## src/design/bda_pkg.sv

```systemverilog
// Shared types and constants for the button debounce and auto-repeat unit.
// No dependencies; imported by every module of the block.
package bda_pkg;

  localparam int FIELD_W = 3;
  localparam int CNT_W   = 16;

  localparam logic [CNT_W-1:0] HOLD_RESET   = 16'd100;
  localparam logic [CNT_W-1:0] REPEAT_RESET = 16'd20;

  localparam logic REG_HOLD   = 1'b0;
  localparam logic REG_REPEAT = 1'b1;

  localparam logic MODE_TICK = 1'b0;
  localparam logic MODE_READ = 1'b1;

  typedef struct packed {
    logic pressed;
    logic long_held;
    logic pending;
  } lane_status_t;

  typedef struct packed {
    logic               event_res;
    logic [FIELD_W-1:0] pressed_levels;
    logic [FIELD_W-1:0] long_held;
    logic [FIELD_W-1:0] pending_events;
  } result_t;

endpackage

```

## src/design/bda_lane.sv

```systemverilog
// One button lane: sample history, debounce, press machine, hold/repeat counters.
// Depends on bda_pkg.
module bda_lane (
  input  logic                     clk,
  input  logic                     rst,
  input  logic                     tick,
  input  logic                     clear,
  input  logic                     sample,
  input  logic [15:0]              hold_ticks,
  input  logic [15:0]              repeat_ticks,
  output logic                     pend_now,
  output bda_pkg::lane_status_t    status
);
  import bda_pkg::*;

  localparam logic [1:0] ST_RELEASED = 2'd0;
  localparam logic [1:0] ST_PRESSED  = 2'd1;
  localparam logic [1:0] ST_LONG     = 2'd2;

  logic [1:0]       hist, hist_next;
  logic             stable, stable_next;
  logic [1:0]       state, state_next;
  logic [CNT_W-1:0] hold_cnt, hold_cnt_next;
  logic [CNT_W-1:0] rep_cnt, rep_cnt_next;
  logic             pend, pend_next;
  logic             down;

  assign down = ~sample;

  always_comb begin
    hist_next     = hist;
    stable_next   = stable;
    state_next    = state;
    hold_cnt_next = hold_cnt;
    rep_cnt_next  = rep_cnt;
    pend_next     = pend;
    if (tick) begin
      hist_next = {hist[0], sample};
      if ((sample == hist[0]) && (hist[0] == hist[1])) begin
        stable_next = sample;
        case (state)
          ST_RELEASED: begin
            if (down) begin
              state_next    = ST_PRESSED;
              hold_cnt_next = '0;
              pend_next     = 1'b1;
            end
          end
          ST_PRESSED: begin
            if (!down) begin
              state_next    = ST_RELEASED;
              pend_next     = 1'b0;
              hold_cnt_next = '0;
            end else if (hold_cnt < hold_ticks) begin
              hold_cnt_next = hold_cnt + 1'b1;
            end else begin
              pend_next     = 1'b1;
              rep_cnt_next  = '0;
              hold_cnt_next = '0;
              state_next    = ST_LONG;
            end
          end
          default: begin
            if (!down) begin
              state_next   = ST_RELEASED;
              pend_next    = 1'b0;
              rep_cnt_next = '0;
            end else if (rep_cnt < repeat_ticks) begin
              rep_cnt_next = rep_cnt + 1'b1;
            end else begin
              pend_next    = 1'b1;
              rep_cnt_next = '0;
            end
          end
        endcase
      end
    end else if (clear) begin
      pend_next = 1'b0;
    end
  end

  always_ff @(posedge clk) begin
    if (rst) begin
      hist     <= '0;
      stable   <= 1'b0;
      state    <= ST_RELEASED;
      hold_cnt <= '0;
      rep_cnt  <= '0;
      pend     <= 1'b0;
    end else begin
      hist     <= hist_next;
      stable   <= stable_next;
      state    <= state_next;
      hold_cnt <= hold_cnt_next;
      rep_cnt  <= rep_cnt_next;
      pend     <= pend_next;
    end
  end

  assign pend_now          = pend;
  assign status.pressed    = ~stable_next;
  assign status.long_held  = (state_next == ST_LONG);
  assign status.pending    = pend_next;

endmodule

```

## src/design/bda_merge.sv

```systemverilog
// Merge stage: packs lane status into one result item and picks the read event.
// Depends on bda_pkg.
module bda_merge #(
  parameter int NUM_BUTTONS = 3
) (
  input  logic                                   mode,
  input  logic [1:0]                             button_index,
  input  logic [NUM_BUTTONS-1:0]                 pend_now,
  input  bda_pkg::lane_status_t [NUM_BUTTONS-1:0] status,
  output bda_pkg::result_t                       result
);
  import bda_pkg::*;

  localparam int OUT_LANES = (NUM_BUTTONS < FIELD_W) ? NUM_BUTTONS : FIELD_W;
  localparam int RD_LANES  = (NUM_BUTTONS < 4) ? NUM_BUTTONS : 4;

  always_comb begin
    result = '0;
    for (int i = 0; i < OUT_LANES; i++) begin
      result.pressed_levels[i] = status[i].pressed;
      result.long_held[i]      = status[i].long_held;
      result.pending_events[i] = status[i].pending;
    end
    if (mode == MODE_READ) begin
      for (int i = 0; i < RD_LANES; i++) begin
        if (button_index == 2'(i)) begin
          result.event_res = pend_now[i];
        end
      end
    end
  end

endmodule

```

## src/design/button_debounce_autorepeat_unit.sv

```systemverilog
// Top level: register port, button lanes, merge stage and output skid buffer.
// Depends on bda_pkg, bda_lane and bda_merge.
//
//   channel | handshake            | payload
//   --------+----------------------+-------------------------------------------
//   input   | in_valid / in_stall  | mode, pin_levels, button_index
//   output  | out_valid / out_stall| event_res, pressed_levels, long_held,
//           |                      | pending_events
//   config  | psel/penable/pready  | paddr, pwdata, prdata (hold, repeat)
//
// One item per cycle while in_stall is low; every lane steps in the cycle of the
// transfer and the result is registered into the output or skid entry.
// A two-entry output (register plus skid) keeps input open while one result waits.
// in_stall rises only when both output entries are full.
// Reset is synchronous; all lanes come out in the released state with history cleared to zero.
module button_debounce_autorepeat_unit #(
  parameter int NUM_BUTTONS = 3
) (
  input  logic        clk,
  input  logic        rst,
  input  logic        psel,
  input  logic        penable,
  input  logic        pwrite,
  input  logic [2:0]  paddr,
  input  logic [31:0] pwdata,
  output logic [31:0] prdata,
  output logic        pready,
  input  logic        in_valid,
  output logic        in_stall,
  input  logic        mode,
  input  logic [2:0]  pin_levels,
  input  logic [1:0]  button_index,
  output logic        out_valid,
  input  logic        out_stall,
  output logic        event_res,
  output logic [2:0]  pressed_levels,
  output logic [2:0]  long_held,
  output logic [2:0]  pending_events
);
  import bda_pkg::*;

  logic [CNT_W-1:0] hold_ticks;
  logic [CNT_W-1:0] repeat_ticks;
  logic             cfg_wr;

  logic                              in_fire;
  logic                              out_fire;
  logic [NUM_BUTTONS-1:0]            pend_now;
  lane_status_t [NUM_BUTTONS-1:0]    status;
  result_t                           result;
  result_t                           out_res;
  result_t                           skid_res;
  logic                              skid_valid;

  assign pready = 1'b1;
  assign cfg_wr = psel & penable & pwrite;

  always_ff @(posedge clk) begin
    if (rst) begin
      hold_ticks   <= HOLD_RESET;
      repeat_ticks <= REPEAT_RESET;
    end else if (cfg_wr) begin
      if (paddr[2] == REG_HOLD) begin
        hold_ticks <= pwdata[CNT_W-1:0];
      end else begin
        repeat_ticks <= pwdata[CNT_W-1:0];
      end
    end
  end

  always_comb begin
    if (paddr[2] == REG_HOLD) begin
      prdata = {16'd0, hold_ticks};
    end else begin
      prdata = {16'd0, repeat_ticks};
    end
  end

  assign in_stall = skid_valid;
  assign in_fire  = in_valid & ~in_stall;
  assign out_fire = out_valid & ~out_stall;

  for (genvar i = 0; i < NUM_BUTTONS; i++) begin : g_lane
    logic sample;
    if (i < FIELD_W) begin : g_pin
      assign sample = pin_levels[i];
    end else begin : g_nopin
      assign sample = 1'b0;
    end
    bda_lane u_lane (
      .clk          (clk),
      .rst          (rst),
      .tick         (in_fire & (mode == MODE_TICK)),
      .clear        (in_fire & (mode == MODE_READ) && (32'(button_index) == i)),
      .sample       (sample),
      .hold_ticks   (hold_ticks),
      .repeat_ticks (repeat_ticks),
      .pend_now     (pend_now[i]),
      .status       (status[i])
    );
  end

  bda_merge #(
    .NUM_BUTTONS (NUM_BUTTONS)
  ) u_merge (
    .mode         (mode),
    .button_index (button_index),
    .pend_now     (pend_now),
    .status       (status),
    .result       (result)
  );

  always_ff @(posedge clk) begin
    if (rst) begin
      out_valid  <= 1'b0;
      skid_valid <= 1'b0;
    end else if (out_fire || !out_valid) begin
      out_valid  <= skid_valid | in_fire;
      skid_valid <= 1'b0;
    end else if (in_fire) begin
      skid_valid <= 1'b1;
    end
  end

  always_ff @(posedge clk) begin
    if (out_fire || !out_valid) begin
      out_res <= skid_valid ? skid_res : result;
    end
    if (out_valid && out_stall && in_fire) begin
      skid_res <= result;
    end
  end

  assign event_res      = out_res.event_res;
  assign pressed_levels = out_res.pressed_levels;
  assign long_held      = out_res.long_held;
  assign pending_events = out_res.pending_events;

  a_skid_needs_out: assert property (@(posedge clk) disable iff (rst)
    skid_valid |-> out_valid)
    else $error("skid entry held without an output entry");

  a_skid_after_stall: assert property (@(posedge clk) disable iff (rst)
    $rose(skid_valid) |-> $past(out_valid & out_stall))
    else $error("skid filled without a stalled output");

  a_long_is_pressed: assert property (@(posedge clk) disable iff (rst)
    out_valid |-> ((out_res.long_held & ~out_res.pressed_levels) == '0))
    else $error("long hold reported on a released button");

endmodule

```

## config.mk

```make
export PLATFORM = sky130hd
export DESIGN_NAME = button_debounce_autorepeat_unit
export DESIGN_NICKNAME = d
export VERILOG_FILES = /design/src/design/bda_pkg.sv /design/src/design/bda_lane.sv /design/src/design/bda_merge.sv /design/src/design/button_debounce_autorepeat_unit.sv
export SDC_FILE = /design/constraint.sdc
export NUM_CORES = 1
export LEC_CHECK = 0
export BUFFER_PORTS_ARGS = -buffer_cell sky130_fd_sc_hd__buf_4
export CAP_MARGIN = 20
export CORE_UTILIZATION = 52
export CTS_BUF_LIST = sky130_fd_sc_hd__clkbuf_8 sky130_fd_sc_hd__clkbuf_16
export DETAILED_ROUTE_END_ITERATION = 8
export PLACE_DENSITY = 0.71
export SETUP_SLACK_MARGIN = 0.05
export SYNTH_ARGS = -nofsm -noshare
export SYNTH_HDL_FRONTEND = slang
export SYNTH_HIERARCHICAL = 1
export SYNTH_SLANG_ARGS = --single-unit
```

## constraint.sdc

```tcl
create_clock -name clk -period 8.11 [get_ports clk]
set_clock_uncertainty 0.2 [all_clocks]
set_input_delay 0.811 -clock clk [delete_from_list [all_inputs] [get_ports clk]]
set_output_delay 0.811 -clock clk [all_outputs]
set_load 0.01 [all_outputs]
```

---- Word level (Yosys, flattened, before mapping) ----
Index checks and enable logic that the tools add are counted.
W data, S select, Z words.
storage, ports and cells
  output and inout port bits .............. 45
  input port bits ......................... 48
  register bits ........................... 168
cells by class
  bitwise logic cells ..................... 17
  reductions and logical operators ........ 26
  equal/unequal tests ..................... 23
  $add $sub $neg .......................... 6
  $lt $le $gt $ge ......................... 6
  mux-type cells .......................... 87
operator list
  cell                     number
  $mux W16                 22
  $pmux W16 S2             6
  $add A16 B1 Y16 const B  6
  $lt A16 B16 Y1           6
  $mux W2                  18
  $mux W1                  34
  $ne A2 B2 Y1 const B     9
  $reduce_and A5 Y1        3
  $pmux W2 S2              3
  $reduce_and A4 Y1        3
  $mux W10                 1
  $not A1 Y1               10
  $eq A2 B1 Y1 const B     4
  $eq A2 B2 Y1 const B     4
  $logic_and A1 B1 Y1      8
  $logic_not A2 Y1         4
  $and A1 B1 Y1            6
  $eq A1 B1 Y1             6
  $pmux W1 S2              3
  $reduce_bool A2 Y1       3
  $reduce_and A2 Y1        2
  $reduce_or A2 Y1         1
  $logic_not A1 Y1         1
  $logic_or A1 B1 Y1       1
  $or A1 B1 Y1             1

---- Longest topological paths before layout ----
Gate-level depths: netlist of run 1.
  depth in word-level cells ............... 8
  mapped depth ............................ 11

---- Modules after synthesis ----
Netlist of run 1, hierarchy kept.
by module, submodules not included
  module                           times used  area an instance (um2)  cells each
  bda_lane                         3           2,815.2                 347
  button_debounce_autorepeat_unit  1           2,514.9                 209
  bda_merge                        1           96.3                    13

---- Worst setup path before layout of run 1 ----
No wires, ideal clock.
  path kind ............................... input -> register
  from .................................... in in_valid
  to ...................................... reg out_res, in the netlist pending_events[0], data pin
  path slack .............................. 5.368 ns
  data arrival time ....................... 2.282 ns
  stages on the path ...................... 9
  required time ........................... 7.650 ns
  cell sequence ........................... nand2b_1 > nor2_1 > clkbuf_1 > o211ai_1 > a21oi_1 > a211oi_1 > buf_4 > buf_4 > mux2_2
between the ends
  word-level cells in the longest chain between the ends .. 6
  elaborated cells on any way between the ends .. 7
  those cells by class .................... mux (3); bitwise (3); reduce/logical (1)
ends and longest elaborated chain
  element                         RTL line                                text
  from (decl)                     button_debounce_autorepeat_unit.sv:28   input logic in_valid,
  $and A1 B1 Y1 *                 button_debounce_autorepeat_unit.sv:80   assign in_fire = in_valid & ~in_stall;
  $and A1 B1 Y1                   button_debounce_autorepeat_unit.sv:94   .clear (in_fire & (mode == MODE_READ) && (32'(button_index) == i)),
  $logic_and A1 B1 Y1             button_debounce_autorepeat_unit.sv:94
  $mux W1                         bda_lane.sv:77                          end else if (clear) begin
  $mux W1 *                       bda_lane.sv:37                          if (tick) begin
  via g_lane[0].u_lane.pend_next  bda_lane.sv:25                          logic pend, pend_next;
  $mux W10 *                      button_debounce_autorepeat_unit.sv:127  out_res <= skid_valid ? skid_res : result;
  to (signal assigned)            button_debounce_autorepeat_unit.sv:127
  to (decl)                       button_debounce_autorepeat_unit.sv:51   result_t out_res;
The timed path passes the listed nets; every way through them passes the cells marked *.
A chain may end at the register's enable or synchronous reset.

---- Final worst setup path of run 1 ----
  from .................................... reg hold_ticks[11]
  to ...................................... reg g_lane[1].u_lane.rep_cnt[14]
between the ends
  word-level cells in the longest chain between the ends .. 3
ends and longest elaborated chain
  element                             RTL line                               text
  from (decl)                         button_debounce_autorepeat_unit.sv:42  logic [CNT_W-1:0] hold_ticks;
  from (signal assigned)              button_debounce_autorepeat_unit.sv:64  hold_ticks <= pwdata[CNT_W-1:0];
  $lt A16 B16 Y1                      bda_lane.sv:54                         end else if (hold_cnt < hold_ticks) begin
  $ne A2 B2 Y1 (no source line)       n/a
  $reduce_and A5 Y1 (no source line)  n/a
  to (signal assigned)                bda_lane.sv:95                         rep_cnt <= rep_cnt_next;
  to (decl)                           bda_lane.sv:24                         logic [CNT_W-1:0] rep_cnt, rep_cnt_next;
Every way passes these cells.

==> results of run 1 <==
## metal layers
layer / track usage / up-vias / wire length, um
met5: 0 / - / 0
met4: 0.110 / 0 / 863
met3: 0.0423 / 61 / 1710
met2: 0.433 / 280 / 13000
met1: 0.356 / 4401 / 12800
li1: - / 4574 / -
## worst max-delay path, cell delays in order (launching register included)
cell and delay, ns:
sky130_fd_sc_hd__dfxtp_1 0.57, sky130_fd_sc_hd__inv_1 0.09, sky130_fd_sc_hd__ha_1 0.35, sky130_fd_sc_hd__a21oi_1 0.16, sky130_fd_sc_hd__o21a_1 0.19, sky130_fd_sc_hd__o221ai_1 0.32
sky130_fd_sc_hd__o31ai_4 0.71, sky130_fd_sc_hd__a21oi_1 0.39, sky130_fd_sc_hd__o21ba_2 0.33
## flip-flops by register name, indices dropped and copies added, names as in the netlist, 6 cells and up
register,flops
repeat_ticks,16
g_lane.u_lane/state,6
g_lane.u_lane/hold_cnt,48
hold_ticks,16
g_lane.u_lane/hist,6
g_lane.u_lane/rep_cnt,48
skid_res,10
## power by group
group / leakage [nW] / switching, mW / internal (mW)
Sequential: 1.39 / 0.0161 / 0.852
Clock: 0.271 / 0.357 / 0.454
Combinational: 3.25 / 0.0861 / 0.0560
## worst paths after layout
check	startpoint	endpoint	slack [ns]	depth (start not counted)
max	hold_ticks[11]	g_lane[1].u_lane/rep_cnt[14]	4.72	8
min reg2reg	g_lane[0].u_lane/rep_cnt[9]	g_lane[0].u_lane/rep_cnt[9]	0.33	2
min	g_lane[0].u_lane/rep_cnt[9]	g_lane[0].u_lane/rep_cnt[9]	0.33	2
max reg2reg	hold_ticks[11]	g_lane[1].u_lane/rep_cnt[14]	4.72	8
## cells by family (layout without fill, tap and decap cells)
| kind of cell | Yosys count | count (layout) | share of synthesized area |
|---|---|---|---|
| flip-flops | 168 | 168 | 0.322 |
| buffers and inverters | 197 | 222 | 0.0820 |
| adder cells (fa/ha/maj) | 96 | 96 | 0.109 |
| other | 2 | 17 | 0.000679 |
| AO/OA/AOI/OAI | 275 | 275 | 0.185 |
| multiplexers | 77 | 77 | 0.0730 |
| AND/OR/NAND/NOR | 412 | 412 | 0.200 |
| XOR/XNOR | 36 | 36 | 0.0285 |
## cell type report
type	count	area, sq um
flip-flops and latches	168	3560
clock inverters	15	151
fillers	1824	8490
repair buffers	61	458
clock buffers	17	425
multi-input cells	913	6650
inverters	129	484
well taps	270	338
## cell usage after synthesis (all sizes together), types with 20 or more instances
master and n:
dfxtp 148, inv 129, nor2 99, ha 96, a21oi 79, nand2 70, nand2b 58, mux2i 48
buf 45, o21ai 34, nand3 33, mux2 29, nand4 28, clkbuf 23, and3 21, xor2 21
edfxtp 20, nor3 20
==> impl_summary.txt, run 1 <==
----------------------------------------------------
[Global routing]
  Vias in the first global route ... 8789
  Largest net degree at the start of global routing ... 65
  Global route overflow ... 0
  Initial antenna violation count ... 0
  First-pass GRT wire length ... 45600 um
  Overall fraction of global-route tracks in use ... 0.268

[Cells and area]
  Post-route cell area ... 0.0121 sq mm
  Commonest cells after routing, fill and taps aside ... 148 x sky130_fd_sc_hd__dfxtp_1, 130 x sky130_fd_sc_hd__inv_1, 98 x sky130_fd_sc_hd__nor2_1, 96 x sky130_fd_sc_hd__ha_1, 76 x sky130_fd_sc_hd__a21oi_1
  Final antenna diode count ... 0
  Final Non-Filler Cells ... 1573
  Fraction of the core area covered by cells at the end of the flow ... 0.587
  Layout Nets ... 1434
  Commonest non-fill, non-tap cell in the layout ... sky130_fd_sc_hd__dfxtp_1
  Fraction of final layout cells with drive strength greater than 1 ... 0.124
  Layout overhead on the synthesized area ... 9.12%

[Logic synthesis]
  Synth async-reset ratio ... 0
  Synth Instances ... 1263
  Synth Warn # ... 6
  Synth area leader ... sky130_fd_sc_hd__dfxtp_1
  Netlist area before placement ... 0.0111 sq mm
  Top_reg_cell synth ... sky130_fd_sc_hd__dfxtp_1
  Proportion of synthesized chip area in sequential cells ... 0.322
  Flops & latches, synth ... 168
  Cell variety after synth ... 66
  Count of flip-flops with a built-in enable after synthesis ... 20
  Mean instance size in the synthesized netlist ... 8.75 sq um
  Area fraction of the dominant cell type after synthesis ... 0.268
  Largest cells by area after synthesis ... sky130_fd_sc_hd__dfxtp_1 27%, sky130_fd_sc_hd__ha_1 11%, sky130_fd_sc_hd__edfxtp_1 5.4%

[Setup path]
  Startpoint types ... flip-flop
  Critical path peak fanout ... 18
  Arrival time worst endpoint ... 3.57 ns
  Req. time, crit path ... 8.29 ns
  Capturing element type of the critical path ... flip-flop
  Critical path start-end classification ... flip-flop to flip-flop

[STA]
  Minimum clock period after layout ... 3.39 ns
  Endpoints failing hold ... 0
  Post-Route Hold Slack ... 0.328 ns
  Upper clock frequency limit ... 295 MHz
  Final max-slew violation count ... 0
  Fin Setup TNS ... 0 ns
  Setup WS post-layout ... 4.72 ns
  Relative slew margins ... 0.377
  Unrepaired setup endpoints after global routing ... false
  Total of endpoints with negative setup slack in the final report ... 0
  Period utilisation layout ... 0.418
  Actual transition at the worst max-transition pin ... 0.931 ns

[Clock network]
  Max clock buf depth ... 2
  Clock Sinks ... 168
  Clock slew seen by the registers of the worst setup and hold paths ... 0.07 ns
  Cts bufs inserted ... 17
  Number of buffers inserted to repair setup after CTS ... 0
  Hold buffer count at CTS ... 0
  CTS H-tree depth ... 4
  CTS resizes ... 0
  Clock root buffer ... sky130_fd_sc_hd__clkbuf_16
  Clock Latency Late Sink ... 0.43 ns
  Clock tree from TritonCTS ... yes

[Route]
  Vias ... 9316
  Pre-antenna DRT Iters ... 5
  Wire length per cell after detailed routing ... 18.0 um
  First-iteration detailed-routing DRC count ... 662
  Remaining antenna violation count after routing ... 0
  Detailed-route wire length ... 28400 um
  Via density ... 5.92
  Number of design rule violations left after detail routing ... 0

[Placement]
  Routability-driven placement congestion ratio ... 0.967
  Post-Place Cells ... 1541
  Worst setup slack before clock tree synthesis ... 4.67 ns
  Total half-perimeter wirelength after legalization and detailed placement ... 20900 um
  Buffers added on ports ... 57
  Placed standard-cell area ... 0.0115 sq mm

[Pwr]
  Maximum vdd drop ... 121 uV
  Leakage power figure ... 4.90 nW
  Pwr Total ... 1.82 mW
  Power density over the cells ... 151 mW/mm^2

[Flow run]
  Max cap viols ... 0

[Floorplanning]
  Chip height ... 148 um
  Initial standard-cell utilization of the core ... 0.538
  DIE AREA ... 0.0219 sq mm
  Horizontal die dimension ... 148 um
  Number of top-level pins ... 93
  Num rows ... 52
  Core footprint ... 0.0206 sq mm

[Status]
  Result of the run ... completed

[Min path]
  Kind of path behind the tightest hold check ... flip-flop to flip-flop

----------------------------------------------------
Note: power is estimated with default switching activity, not from simulation.
==> run 2: changes to the inputs <==
--- a/config.mk
+++ b/config.mk
@@ -10,7 +10,7 @@
 export CORE_UTILIZATION = 52
 export CTS_BUF_LIST = sky130_fd_sc_hd__clkbuf_8 sky130_fd_sc_hd__clkbuf_16
 export DETAILED_ROUTE_END_ITERATION = 8
-export PLACE_DENSITY = 0.71
+export PLACE_DENSITY = 0.74
 export SETUP_SLACK_MARGIN = 0.05
 export SYNTH_ARGS = -nofsm -noshare
 export SYNTH_HDL_FRONTEND = slang
==> constraint.sdc (replaced) <==
create_clock -name clk -period 2.8 [get_ports clk]
set_clock_uncertainty 0.2 [all_clocks]
set_input_delay 0.28 -clock clk [delete_from_list [all_inputs] [get_ports clk]]
set_output_delay 0.28 -clock clk [all_outputs]
set_load 0.01 [all_outputs]
==> impl_summary.txt, run 2 (synthesis gave the netlist of run 1 again) <==
----------------------------------------------------
[Flow run]
  Max cap viols ... 0 (unchanged)

[STA]
  Upper clock frequency limit ... 361 MHz (was 295 MHz)
  Minimum clock period after layout ... 2.77 ns (was 3.39 ns)
  Endpoints failing hold ... 0 (unchanged)
  Total of endpoints with negative setup slack in the final report ... 0 (unchanged)
  Relative slew margins ... 0.481 (was 0.377)
  Final max-slew violation count ... 0 (unchanged)
  Period utilisation layout ... 0.988 (was 0.418)
  Unrepaired setup endpoints after global routing ... true (was false)
  Post-Route Hold Slack ... 0.0356 ns (was 0.328 ns)
  Actual transition at the worst max-transition pin ... 0.777 ns (was 0.931 ns)

[Clock network]
  CTS H-tree depth ... 4 (unchanged)
  Clock tree from TritonCTS ... yes (unchanged)
  Cts bufs inserted ... 17 (unchanged)
  Clock Sinks ... 168 (unchanged)
  Clock Latency Late Sink ... 0.44 ns (was 0.43 ns)
  Clock root buffer ... sky130_fd_sc_hd__clkbuf_16 (unchanged)
  Max clock buf depth ... 2 (unchanged)
  Clock slew seen by the registers of the worst setup and hold paths ... 0.07 ns (about the same)

[Route]
  Wire length per cell after detailed routing ... 18.7 um (was 18.0 um)
  Vias ... 10273 (was 9316)
  Via density ... 5.97 (was 5.92)
  First-iteration detailed-routing DRC count ... 897 (was 662)
  Pre-antenna DRT Iters ... 5 (unchanged)
  Remaining antenna violation count after routing ... 0 (unchanged)
  Detailed-route wire length ... 32100 um (was 28400 um)
  Number of design rule violations left after detail routing ... 0 (unchanged)

[Floorplanning]
  Chip height ... 148 um (unchanged)
  Horizontal die dimension ... 148 um (unchanged)
  Num rows ... 52 (unchanged)
  Number of top-level pins ... 93 (unchanged)
  Initial standard-cell utilization of the core ... 0.538 (unchanged)
  Core footprint ... 0.0206 sq mm (unchanged)
  DIE AREA ... 0.0219 sq mm (unchanged)

[Cells and area]
  Commonest non-fill, non-tap cell in the layout ... sky130_fd_sc_hd__buf_4 (was sky130_fd_sc_hd__dfxtp_1)
  Filler cell count in the final layout ... 1613 (was 1824)
  Fraction of final layout cells with drive strength greater than 1 ... 0.248 (was 0.124)
  Commonest cells after routing, fill and taps aside ... 180 x sky130_fd_sc_hd__buf_4, 127 x sky130_fd_sc_hd__inv_1, 127 x sky130_fd_sc_hd__dfxtp_1, 97 x sky130_fd_sc_hd__nor2_1, 85 x sky130_fd_sc_hd__ha_1 (was 148 x sky130_fd_sc_hd__dfxtp_1, 130 x sky130_fd_sc_hd__inv_1, 98 x sky130_fd_sc_hd__nor2_1, 96 x sky130_fd_sc_hd__ha_1, 76 x sky130_fd_sc_hd__a21oi_1)
  Final Non-Filler Cells ... 1720 (was 1573)
  Final antenna diode count ... 0 (unchanged)
  Largest registers ... g_lane.u_lane/hold_cnt (48), g_lane.u_lane/rep_cnt (48) (unchanged)
  Layout overhead on the synthesized area ... 24.8% (was 9.12%)
  Layout Nets ... 1581 (was 1434)

[Global routing]
  Initial antenna violation count ... 0 (unchanged)
  Overall fraction of global-route tracks in use ... 0.281 (was 0.268)
  Global route overflow ... 0 (unchanged)
  First-pass GRT wire length ... 48100 um (was 45600 um)
  Vias in the first global route ... 9492 (was 8789)
  Largest net degree at the start of global routing ... 55 (was 65)

[Setup path]
  Slack of the worst reg-to-reg path ... 0.03 ns (was 4.72 ns)
  CP max-delay cell ... sky130_fd_sc_hd__or4b_4 (was sky130_fd_sc_hd__o31ai_4)
  Critical path peak fanout ... 7 (was 18)
  Capturing element type of the critical path ... flip-flop (unchanged)
  Startpoint types ... flip-flop (unchanged)
  Largest incremental delay on the critical path ... 0.56 ns (was 0.71 ns)
  Critical path start-end classification ... flip-flop to flip-flop (unchanged)
  Arrival time worst endpoint ... 2.90 ns (was 3.57 ns)
  Req. time, crit path ... 2.93 ns (was 8.29 ns)
  Series of cell instances along the critical path ... inv_1, ha_1, nand4_1, or4b_4, o311a_4, buf_4, a31oi_4, buf_6, a21boi_0, o21ba_2 (was inv_1, ha_1, a21oi_1, o21a_1, o221ai_1, o31ai_4, a21oi_1, o21ba_2)

[Min path]
  Kind of path behind the tightest hold check ... input pin to flip-flop (was flip-flop to flip-flop)

[Pwr]
  Power density over the cells ... 395 mW/mm^2 (was 151 mW/mm^2)
  Leakage power figure ... 5.72 nW (was 4.90 nW)
  Maximum vdd drop ... 398 uV (was 121 uV)

[Placement]
  Routability-driven placement congestion ratio ... 0.998 (was 0.967)
  Post-Place Cells ... 1655 (was 1541)
  Total half-perimeter wirelength after legalization and detailed placement ... 22400 um (was 20900 um)
  Buffers added on ports ... 57 (unchanged)

[Status]
  Result of the run ... completed (unchanged)

----------------------------------------------------
-- run 2: cell types whose count changed in the layout (fill, tap and decap cells not counted), sizes merged --
cell,previous run,this run
buf,61,185
bufinv,2,1
clkbuf,17,20
clkinvlp,5,3
dlygate4sd3,0,20
o31ai,15,18
-- run 2: critical path, delay by kind of cell (launching register included) --
| kind | cells | cell delay, ns |
|---|---|---|
| compound gates | 4 | 0.64 |
| fa+ha+maj | 1 | 0.32 |
| simple gates | 2 | 0.73 |
| flops | 1 | 0.40 |
| buf+inv | 3 | 0.38 |
-- run 2: worst paths after layout --
check,from,to,cells after the start
worst max-delay path,hold_ticks[14],g_lane[0].u_lane/rep_cnt[14],10
worst max register to register,hold_ticks[14],g_lane[0].u_lane/rep_cnt[14],10
worst min register to register,g_lane[1].u_lane/rep_cnt[9],g_lane[1].u_lane/rep_cnt[9],2
worst min-delay path,pwdata[7],repeat_ticks[7],3
-- run 2: power by group --
| group | switching [mW] | total (mW) | internal, mW |
|---|---|---|---|
| clock network | 1.04 | 2.40 | 1.36 |
| registers | 0.0398 | 2.50 | 2.46 |
| logic | 0.303 | 0.553 | 0.250 |
-- run 2: metrics by stage --
stage,instance area (sq um),TNS (ns),utilization,power [mW],setup WS (ns)
after floorplan,11100,0,-,2.84,0.0845
after global placement,12400,-0.119,0.602,3.03,-0.0441
after detailed placement,12400,-0.642,0.602,3.04,-0.103
after CTS,13300,0,0.645,5.43,0.0230
after global routing,13800,-0.0703,0.671,5.61,-0.0292
final,13800,0,0.671,5.46,0.0332
-- run 2: routing by layer --
layer	GRT usage	vias to the layer above	routed length, um
met3	0.0512	113	2150
met5	0	-	35
met2	0.443	431	14600
met4	0.148	2	1740
met1	0.366	4859	13700
li1	-	4868	-
-- run 2: layout make-up --
class	count	area, sq um	share of cell area
clock buffers	20	489	0.0354
clock inverters	12	110	0.00798
inverters	129	484	0.0351
multi-input cells	916	7130	0.516
flip-flops and latches	168	3610	0.262
well taps	270	338	0.0245
repair buffers	205	1640	0.119
-- run 2: what timing repair did --
item | in CTS | in global routing
gates resized for setup | 23 | 81
hold buffers | 20 | 0
pin swaps | 2 | 22
hold endpoints to repair | 34 | 0
gates cloned | 0 | 3
endpoints found under the setup margin | 50 | 57
buffers inserted | 2 | 8
==> run 3: changes to the inputs <==
--- a/config.mk
+++ b/config.mk
@@ -5,12 +5,12 @@
 export SDC_FILE = /design/constraint.sdc
 export NUM_CORES = 1
 export LEC_CHECK = 0
-export BUFFER_PORTS_ARGS = -buffer_cell sky130_fd_sc_hd__buf_4
 export CAP_MARGIN = 20
 export CORE_UTILIZATION = 52
 export CTS_BUF_LIST = sky130_fd_sc_hd__clkbuf_8 sky130_fd_sc_hd__clkbuf_16
 export DETAILED_ROUTE_END_ITERATION = 8
-export PLACE_DENSITY = 0.74
+export DONT_BUFFER_PORTS = 1
+export PLACE_DENSITY = 0.7
 export SETUP_SLACK_MARGIN = 0.05
 export SYNTH_ARGS = -nofsm -noshare
 export SYNTH_HDL_FRONTEND = slang
==> impl_summary.txt, run 3 (synthesis gave the netlist of run 1 again) <==
----------------------------------------------------
[STA]
  Setup WS post-layout ... 0.00398 ns (was 0.0332 ns)
  Fin Setup TNS ... 0 ns (unchanged)
  Endpoints failing hold ... 0 (unchanged)
  Post-Route Hold Slack ... 0.0148 ns (was 0.0356 ns)
  Actual transition at the worst max-transition pin ... 0.830 ns (was 0.777 ns)
  Total of endpoints with negative setup slack in the final report ... 0 (unchanged)
  Final max-slew violation count ... 0 (unchanged)
  Period utilisation layout ... 0.999 (was 0.988)
  Minimum clock period after layout ... 2.80 ns (was 2.77 ns)
  Relative slew margins ... 0.446 (was 0.481)
  Upper clock frequency limit ... 358 MHz (was 361 MHz)
  Unrepaired setup endpoints after global routing ... true (unchanged)

[Route]
  Wire length per cell after detailed routing ... 18.7 um (about the same)
  Vias ... 9981 (was 10273)
  First-iteration detailed-routing DRC count ... 704 (was 897)
  Pre-antenna DRT Iters ... 5 (unchanged)
  Via density ... 5.91 (was 5.97)
  Number of design rule violations left after detail routing ... 0 (unchanged)
  Remaining antenna violation count after routing ... 0 (unchanged)
  Detailed-route wire length ... 31600 um (was 32100 um)

[Cells and area]
  Largest registers ... g_lane.u_lane/hold_cnt (48), g_lane.u_lane/rep_cnt (48) (unchanged)
  Final Non-Filler Cells ... 1690 (was 1720)
  Final antenna diode count ... 0 (unchanged)
  Fraction of the core area covered by cells at the end of the flow ... 0.669 (was 0.671)
  Post-route cell area ... 0.0138 sq mm (about the same)
  Layout Nets ... 1551 (was 1581)
  Flip-flop and latch area ... 0.00361 sq mm (about the same)
  Filler cell count in the final layout ... 1629 (was 1613)
  Commonest non-fill, non-tap cell in the layout ... sky130_fd_sc_hd__buf_4 (unchanged)
  Fraction of final layout cells with drive strength greater than 1 ... 0.238 (was 0.248)
  Multi-input logic area ... 0.00720 sq mm (was 0.00713 sq mm)
  Layout overhead on the synthesized area ... 24.5% (was 24.8%)
  Commonest cells after routing, fill and taps aside ... 139 x sky130_fd_sc_hd__buf_4, 132 x sky130_fd_sc_hd__dfxtp_1, 120 x sky130_fd_sc_hd__inv_1, 98 x sky130_fd_sc_hd__nor2_1, 79 x sky130_fd_sc_hd__ha_1 (was 180 x sky130_fd_sc_hd__buf_4, 127 x sky130_fd_sc_hd__inv_1, 127 x sky130_fd_sc_hd__dfxtp_1, 97 x sky130_fd_sc_hd__nor2_1, 85 x sky130_fd_sc_hd__ha_1)

[Pwr]
  Switching power share of the total ... 0.248 (was 0.253)
  Leakage power figure ... 5.65 nW (was 5.72 nW)
  Cell Int Power ... 4.16 mW (was 4.07 mW)
  Power density over the cells ... 402 mW/mm^2 (was 395 mW/mm^2)
  Maximum vdd drop ... 337 uV (was 398 uV)
  Relative contribution of the clock network to total power ... 0.457 (was 0.440)
  Switching power ... 1.37 mW (was 1.38 mW)
  Pwr Total ... 5.53 mW (was 5.46 mW)
  Proportion of power drawn by combinational gates ... 0.091 (was 0.101)
  Sequential group share of total power ... 0.452 (was 0.459)

[Clock network]
  Clock root buffer ... sky130_fd_sc_hd__clkbuf_16 (unchanged)
  CTS H-tree depth ... 4 (unchanged)
  Clock slew seen by the registers of the worst setup and hold paths ... 0.07 ns (about the same)
  Clock Latency Late Sink ... 0.44 ns (about the same)
  Max clock buf depth ... 2 (unchanged)
  Cts bufs inserted ... 17 (unchanged)
  Clock Sinks ... 168 (unchanged)
  Clock tree from TritonCTS ... yes (unchanged)

[Placement]
  Routability-driven placement congestion ratio ... 0.924 (was 0.998)
  Post-Place Cells ... 1613 (was 1655)
  Buffers added on ports ... 0 (was 57)
  Total half-perimeter wirelength after legalization and detailed placement ... 22600 um (was 22400 um)
  Placed standard-cell area ... 0.0121 sq mm (was 0.0124 sq mm)
  Worst setup slack before clock tree synthesis ... -0.124 ns (was -0.103 ns)

[Min path]
  Kind of path behind the tightest hold check ... input pin to flip-flop (unchanged)

[Global routing]
  Overall fraction of global-route tracks in use ... 0.282 (was 0.281)
  Vias in the first global route ... 9228 (was 9492)
  Initial antenna violation count ... 0 (unchanged)
  Largest net degree at the start of global routing ... 81 (was 55)
  Global route overflow ... 0 (unchanged)
  First-pass GRT wire length ... 47900 um (was 48100 um)

[Floorplanning]
  Initial standard-cell utilization of the core ... 0.538 (unchanged)
  Horizontal die dimension ... 148 um (unchanged)
  Chip height ... 148 um (unchanged)
  DIE AREA ... 0.0219 sq mm (unchanged)
  Number of top-level pins ... 93 (unchanged)
  Num rows ... 52 (unchanged)
  Core footprint ... 0.0206 sq mm (unchanged)

[Status]
  Result of the run ... completed (unchanged)

[Setup path]
  Critical path start-end classification ... flip-flop to flip-flop (unchanged)
  Startpoint types ... flip-flop (unchanged)
  Capturing element type of the critical path ... flip-flop (unchanged)
  Arrival time worst endpoint ... 2.97 ns (was 2.90 ns)
  Req. time, crit path ... 2.98 ns (was 2.93 ns)
  Critical path peak fanout ... 6 (was 7)

[Flow run]
  Max cap viols ... 0 (unchanged)

----------------------------------------------------
## run 3: power by group through the flow
| stage | clock network, mW | logic (mW) | registers (mW) |
|---|---|---|---|
| final | 2.53 | 0.503 | 2.50 |
| after global routing | 2.66 | 0.537 | 2.50 |
| after global placement | 0 | 0.389 | 2.56 |
| after floorplan | 0 | 0.296 | 2.55 |
| after detailed placement | 0 | 0.399 | 2.56 |
| after CTS | 2.56 | 0.462 | 2.50 |
## run 3: worst paths after layout
kind,from,end,slack (ns),depth (start not counted)
min reg2reg,repeat_ticks[13],repeat_ticks[13],0.30,2
min,button_index[1],skid_res[9],0.01,2
max reg2reg,hold_ticks[12],g_lane[0].u_lane/rep_cnt[11],0.004,9
max,hold_ticks[12],g_lane[0].u_lane/rep_cnt[11],0.004,9
## run 3: area by class of cell
class	instances	share of cell area
multi-input combinational	914	0.523
sequential	168	0.262
timing repair buffer	177	0.109
clock buffer	21	0.0365
inverter	129	0.0352
tap	270	0.0245
clock inverter	11	0.00936
## run 3: timing repair
item	in CTS	in global routing
setup endpoints to repair	63	53
buffers inserted	9	10
gates resized for setup	36	89
hold endpoints to repair	105	0
gates cloned	0	1
pin swaps	9	40
hold buffers	25	0
## run 3: critical path: stages, from the launching register on
cell and delay, ns:
sky130_fd_sc_hd__dfxtp_4 0.41, sky130_fd_sc_hd__inv_2 0.07, sky130_fd_sc_hd__ha_4 0.28, sky130_fd_sc_hd__nand4_1 0.13
sky130_fd_sc_hd__or4b_4 0.60, sky130_fd_sc_hd__o311ai_4 0.13, sky130_fd_sc_hd__o31ai_4 0.15, sky130_fd_sc_hd__buf_6 0.17
sky130_fd_sc_hd__or4_4 0.48, sky130_fd_sc_hd__a21oi_2 0.12
## run 3: metal layers
metal  part of all wire  GRT usage
met1               0.42      0.357
met2               0.47      0.454
met3              0.060     0.0549
met4              0.049      0.148
met5                  0          0
